## config.mk

```make
export PLATFORM = sky130hd
export DESIGN_NAME = h2a_ctrl
export DESIGN_NICKNAME = d
export VERILOG_FILES = /design/src/hdl/h2a_pkg.sv /design/src/hdl/h2a_ctrl.sv
export SDC_FILE = /design/constraint.sdc
export NUM_CORES = 1
export LEC_CHECK = 0
export ABC_AREA = 1
export BUFFER_PORTS_ARGS = -buffer_cell sky130_fd_sc_hd__buf_2
export CAP_MARGIN = 20
export CORE_AREA = 2 2 39 41
export CTS_CLUSTER_SIZE = 12
export DETAILED_ROUTE_END_ITERATION = 12
export DIE_AREA = 0 0 41 43
export GPL_TIMING_DRIVEN = 0
export PLACE_DENSITY_LB_ADDON = 0.15
export SYNTH_ARGS = -nofsm -noshare
export SYNTH_HDL_FRONTEND = slang
export SYNTH_SLANG_ARGS = --single-unit
```

## constraint.sdc

```tcl
create_clock -name clk -period 2.7 [get_ports clk]
set_clock_uncertainty 0.05 [all_clocks]
set_input_delay 0.81 -clock clk [delete_from_list [all_inputs] [get_ports clk]]
set_output_delay 0.81 -clock clk [all_outputs]
set_load 0.005 [all_outputs]
```

## src/hdl/h2a_pkg.sv

```systemverilog
`timescale 1ns / 1ps
package h2a_pkg;

  // command codes on the cmd field
  localparam logic [1:0] CMD_ADD  = 2'd0;
  localparam logic [1:0] CMD_SUB  = 2'd1;
  localparam logic [1:0] CMD_READ = 2'd2;

  // configuration register indexes
  localparam int unsigned CFG_IDX_W = 3;
  localparam logic [CFG_IDX_W-1:0] CFG_LOWER_X   = 3'd0;
  localparam logic [CFG_IDX_W-1:0] CFG_LOWER_Y   = 3'd1;
  localparam logic [CFG_IDX_W-1:0] CFG_WIDTH_X   = 3'd2;
  localparam logic [CFG_IDX_W-1:0] CFG_WIDTH_Y   = 3'd3;
  localparam logic [CFG_IDX_W-1:0] CFG_COLS_USED = 3'd4;
  localparam logic [CFG_IDX_W-1:0] CFG_ROWS_USED = 3'd5;

  // register reset values
  localparam logic signed [15:0] LOWER_RST = 16'sd0;
  localparam logic [14:0]        WIDTH_RST = 15'd16;
  localparam logic [6:0]         GRID_RST  = 7'd64;

  // coordinate offset width, one quotient bit per divider step
  localparam int unsigned COORD_W   = 16;
  localparam int unsigned DIV_CNT_W = 4;

  // controller to datapath commands
  typedef struct packed {
    logic clr_step;
    logic load;
    logic div_step;
    logic calc_idx;
    logic emit_miss;
    logic emit_hit;
  } ctl_t;

  // datapath to controller status
  typedef struct packed {
    logic clr_last;
    logic div_last;
    logic is_point;
    logic is_read;
    logic pre_ok;
    logic read_ok;
    logic in_grid;
  } status_t;

endpackage

```

## src/hdl/h2a_ctrl.sv

```systemverilog
`timescale 1ns / 1ps
module h2a_ctrl (
  input  logic             clk,
  input  logic             rst,
  input  logic             start,
  input  h2a_pkg::status_t st,
  output h2a_pkg::ctl_t    ctl,
  output logic             busy
);

  typedef enum logic [2:0] {
    ST_CLEAR,
    ST_IDLE,
    ST_DECODE,
    ST_DIVIDE,
    ST_INDEX,
    ST_FETCH,
    ST_UPDATE
  } state_t;

  state_t state, state_next;

  // next state and datapath commands
  always_comb begin
    state_next = state;
    ctl        = '0;
    unique case (state)
      ST_CLEAR: begin
        ctl.clr_step = 1'b1;
        if (st.clr_last) state_next = ST_IDLE;
      end
      ST_IDLE: begin
        if (start) begin
          ctl.load   = 1'b1;
          state_next = ST_DECODE;
        end
      end
      ST_DECODE: begin
        priority if (st.is_point && st.pre_ok) begin
          state_next = ST_DIVIDE;
        end else if (st.is_read && st.read_ok) begin
          state_next = ST_FETCH;
        end else begin
          ctl.emit_miss = 1'b1;
          state_next    = ST_IDLE;
        end
      end
      ST_DIVIDE: begin
        ctl.div_step = 1'b1;
        if (st.div_last) state_next = ST_INDEX;
      end
      ST_INDEX: begin
        ctl.calc_idx = 1'b1;
        state_next   = ST_FETCH;
      end
      ST_FETCH: begin
        if (st.is_point && !st.in_grid) begin
          ctl.emit_miss = 1'b1;
          state_next    = ST_IDLE;
        end else begin
          state_next = ST_UPDATE;
        end
      end
      ST_UPDATE: begin
        ctl.emit_hit = 1'b1;
        state_next   = ST_IDLE;
      end
      default: state_next = ST_IDLE;
    endcase
  end

  // state and busy flag
  always_ff @(posedge clk) begin
    if (rst) begin
      state <= ST_CLEAR;
      busy  <= 1'b1;
    end else begin
      state <= state_next;
      busy  <= (state_next != ST_IDLE);
    end
  end

endmodule

```

==> impl_metrics.toml <==
[pwr]
p_per_area_nw_per_um2 = 451
power.net_switching_w = 0.0000578
max-vdd-ir-drop_mv = 0.212
power.combinational.fraction_pct = 25.3
power.switching_fraction_pct = 29.6
power_leakage_nw = 0.241
seq_power_share_pct = 37.2
clockPowerShare_pct = 37.5
power.internal_w = 0.000138

[clocking]
tritoncts_clock_tree = "yes"
post-cts-setup-buffers = 0
post_cts_resized = 0
clk_transition_reported_paths_ns = 0.03
cts_root_buf = "sky130_fd_sc_hd__clkbuf_4"
ctsLongestPathBuffers = 2
cts.sinks = 4
tritoncts.num_buffers = 3
post_cts_hold_buffer_count = 0
worst_skew_pair.late_latency_ns = 0.23
cts_max_level = 1

[placement]
number_of_buffer_cells_added_on_primary_ports = 16
cell_area_placed_sq_um = 410
place_ws_ns = 0.526
gp_routability_congestion = 0.697
placedCellCount = 86
detailedPlacementHpwl_um = 623

[sta]
post-route-min-period_ns = 2.16
timing.final.ws_setup_ns = 0.537
setup-tns-final_ns = 0
final_setup_violation_count = 0
finalHoldViolations = 0
pins_over_slew_limit = 0
max_freq_mhz = 462
finalCritPeriodShare_pct = 80.1
final.hold.worst_slack_ns = 0.668
maxSlewHeadroom_pct = 81.6
grt_setup_unrepaired = "false"
worstMarginPinSlew_ns = 0.275

[layout]
layout_cell_share_with_drive_strength_beyond_1_pct = 37.0
antenna_cells = 0
final_cell_area_excluding_filler_cells_sq_um = 433
fin_nets = 85
area_growth_syn_to_layout_pct = 39.5
finalNonFillerCells = 89
final.fill_count = 171

[worst_setup_path]
register_to_register_setup_slack_ns = 1.51
start_kind = "input port"
cp_cell_sequence = "buf_2 -> nand2_1 -> nand2_1 -> o22ai_1 -> buf_2"
path_max_fanout = 3
cp_slowest_cell = "sky130_fd_sc_hd__buf_2"
startpoint = "st[4]"
timing.critical_path.arrival_ns = 1.30
critical_path.reg2reg.startpoint = "state[0]"
worst_ep_required_time_ns = 1.84
crit_path_capture_type = "output pin"
critPathKind = "in2out"
timing.critical_path.slowest_cell_delay_ns = 0.13

[drt]
route.vias.total = 377
route.detailed.wl_per_inst_um = 8.28
ant_nets = 0
drc_errors = 0
drt_pre_antenna_iters = 2
vias_per_cell = 4.24
initialDrtViolationCount = 4
detail_route.wirelength_um = 737

[hold_path]
hp-start = "state[2]"
hold_path_class = "reg2reg"

[synth]
post_synth_main_area_contributors = "sky130_fd_sc_hd__dfxtp_1, sky130_fd_sc_hd__nor2_1, sky130_fd_sc_hd__nand3_1, sky130_fd_sc_hd__inv_1, sky130_fd_sc_hd__nand2_1"
ys_seq_elements = 4
biggest_area_consumer_among_synthesized_cells = "sky130_fd_sc_hd__dfxtp_1"
synthFlopType = "sky130_fd_sc_hd__dfxtp_1"
yosys_warnings = 0
postSynthAreaPerCell_sq_um = 5.75
synth_sequential_area_ratio_pct = 25.8
synthDistinctLibCells = 14
synthesized_area_sq_um = 310
number_of_flops_mapped_to_enable_cells_by_yosys = 0
synthesis.nets = 64
synth-async-reset-ratio_pct = 0
share_of_yosys_cell_area_claimed_by_the_top_area_cell_type_pct = 25.8
synthesis.instances = 54

[floorplanning]
fp.dieW_um = 41
boundaryPins = 17
dieHeight_um = 43
placement_rows = 14
fp.coreArea_sq_um = 1380
area_of_the_die_sq_um = 1760
starting_density_pct = 22.4

[global_route]
largest_net_degree_at_the_start_of_global_routing = 9
first_pass_grt_wire_length_um = 1220
globalRouteTotalUtil_pct = 10.0
grt_pass1_vias = 336
globalRouteOverflowTotal = 0
grt_antenna_before_repair = 0

[run_status]
status = "completed"

[flow_run]
timing.max_cap.violations = 0
-- power groups by stage --
| stage | Combinational (W) | Clock [W] | Sequential [W] |
|---|---|---|---|
| final | 0.0000494 | 0.0000733 | 0.0000728 |
| after global routing | 0.0000568 | 0.0000812 | 0.0000736 |
| after global placement | 0.0000502 | 0 | 0.0000737 |
| after detailed placement | 0.0000500 | 0 | 0.0000736 |
| after floorplan | 0.0000296 | 0 | 0.0000726 |
| after CTS | 0.0000501 | 0.0000765 | 0.0000727 |
-- worst paths after layout --
kind | end | cells past startpoint
min reg2reg | state[1] | 4
min | state[1] | 4
max | ctl[1] | 5
max reg2reg | busy | 7
-- routing by layer --
| metal | share of wire, % | GRT usage, % |
|---|---|---|
| met1 | 50 | 13.1 |
| met2 | 45 | 14.7 |
| met3 | 5.2 | 3.14 |
| met4 | 0 | 4.00 |
| met5 | 0 | 0 |
-- cell type report --
class | instances | area [sq um] | share of cell area [%]
Clock buffer | 3 | 22.5 | 5.20
Inverter | 11 | 41.3 | 9.54
Multi-Input combinational cell | 39 | 189 | 43.6
Sequential cell | 4 | 80.1 | 18.5
Tap cell | 16 | 20.0 | 4.62
Timing Repair Buffer | 16 | 80.1 | 18.5
-- synth_stat cells, types with 2 or more instances --
library cell and number:
sky130_fd_sc_hd__nand3_2 2, sky130_fd_sc_hd__a21oi_1 2, sky130_fd_sc_hd__nor3_1 3, sky130_fd_sc_hd__dfxtp_1 4
sky130_fd_sc_hd__nor2_1 12, sky130_fd_sc_hd__inv_1 8, sky130_fd_sc_hd__inv_2 3, sky130_fd_sc_hd__nand3_1 6
sky130_fd_sc_hd__nor2_2 3, sky130_fd_sc_hd__nand2_1 7
-- per-stage QoR --
stage,utilization [%],total power (W)
after CTS,31.3,0.000199
after detailed placement,29.7,0.000124
final,31.3,0.000195
after global placement,29.7,0.000124
after global routing,31.3,0.000212
after floorplan,-,0.000102
-- state kept, by name, summed over array words and instances, names as in the netlist --
name,flops
busy,1
state,3
-- cells in the final DEF, fill, tap and decap left out, drive strengths merged --
cell and instances:
a21oi 2, a31oi 1, buf 16, clkbuf 3
dfxtp 4, inv 11, nand2 7, nand3 8
nand4 1, nor2 15, nor3 3, o21ai 1
o22ai 1
-- critical path, delay by kind of cell --
family | cells | cell delay, ns
buffers and inverters | 2 | 0.24
AND/OR/NAND/NOR | 2 | 0.15
AO/OA/AOI/OAI | 1 | 0.11
-- cell families (layout without fill, tap and decap cells) --
logic type             after synthesis  count (layout)  share of synthesized area, %
AND/OR/NAND/NOR                     34              34                          52.0
buffers and inverters               11              30                          13.3
AO/OA/AOI/OAI                        5               5                          8.87
flip-flops                           4               4                          25.8
No activity file was read; power rests on OpenSTA's default activity.
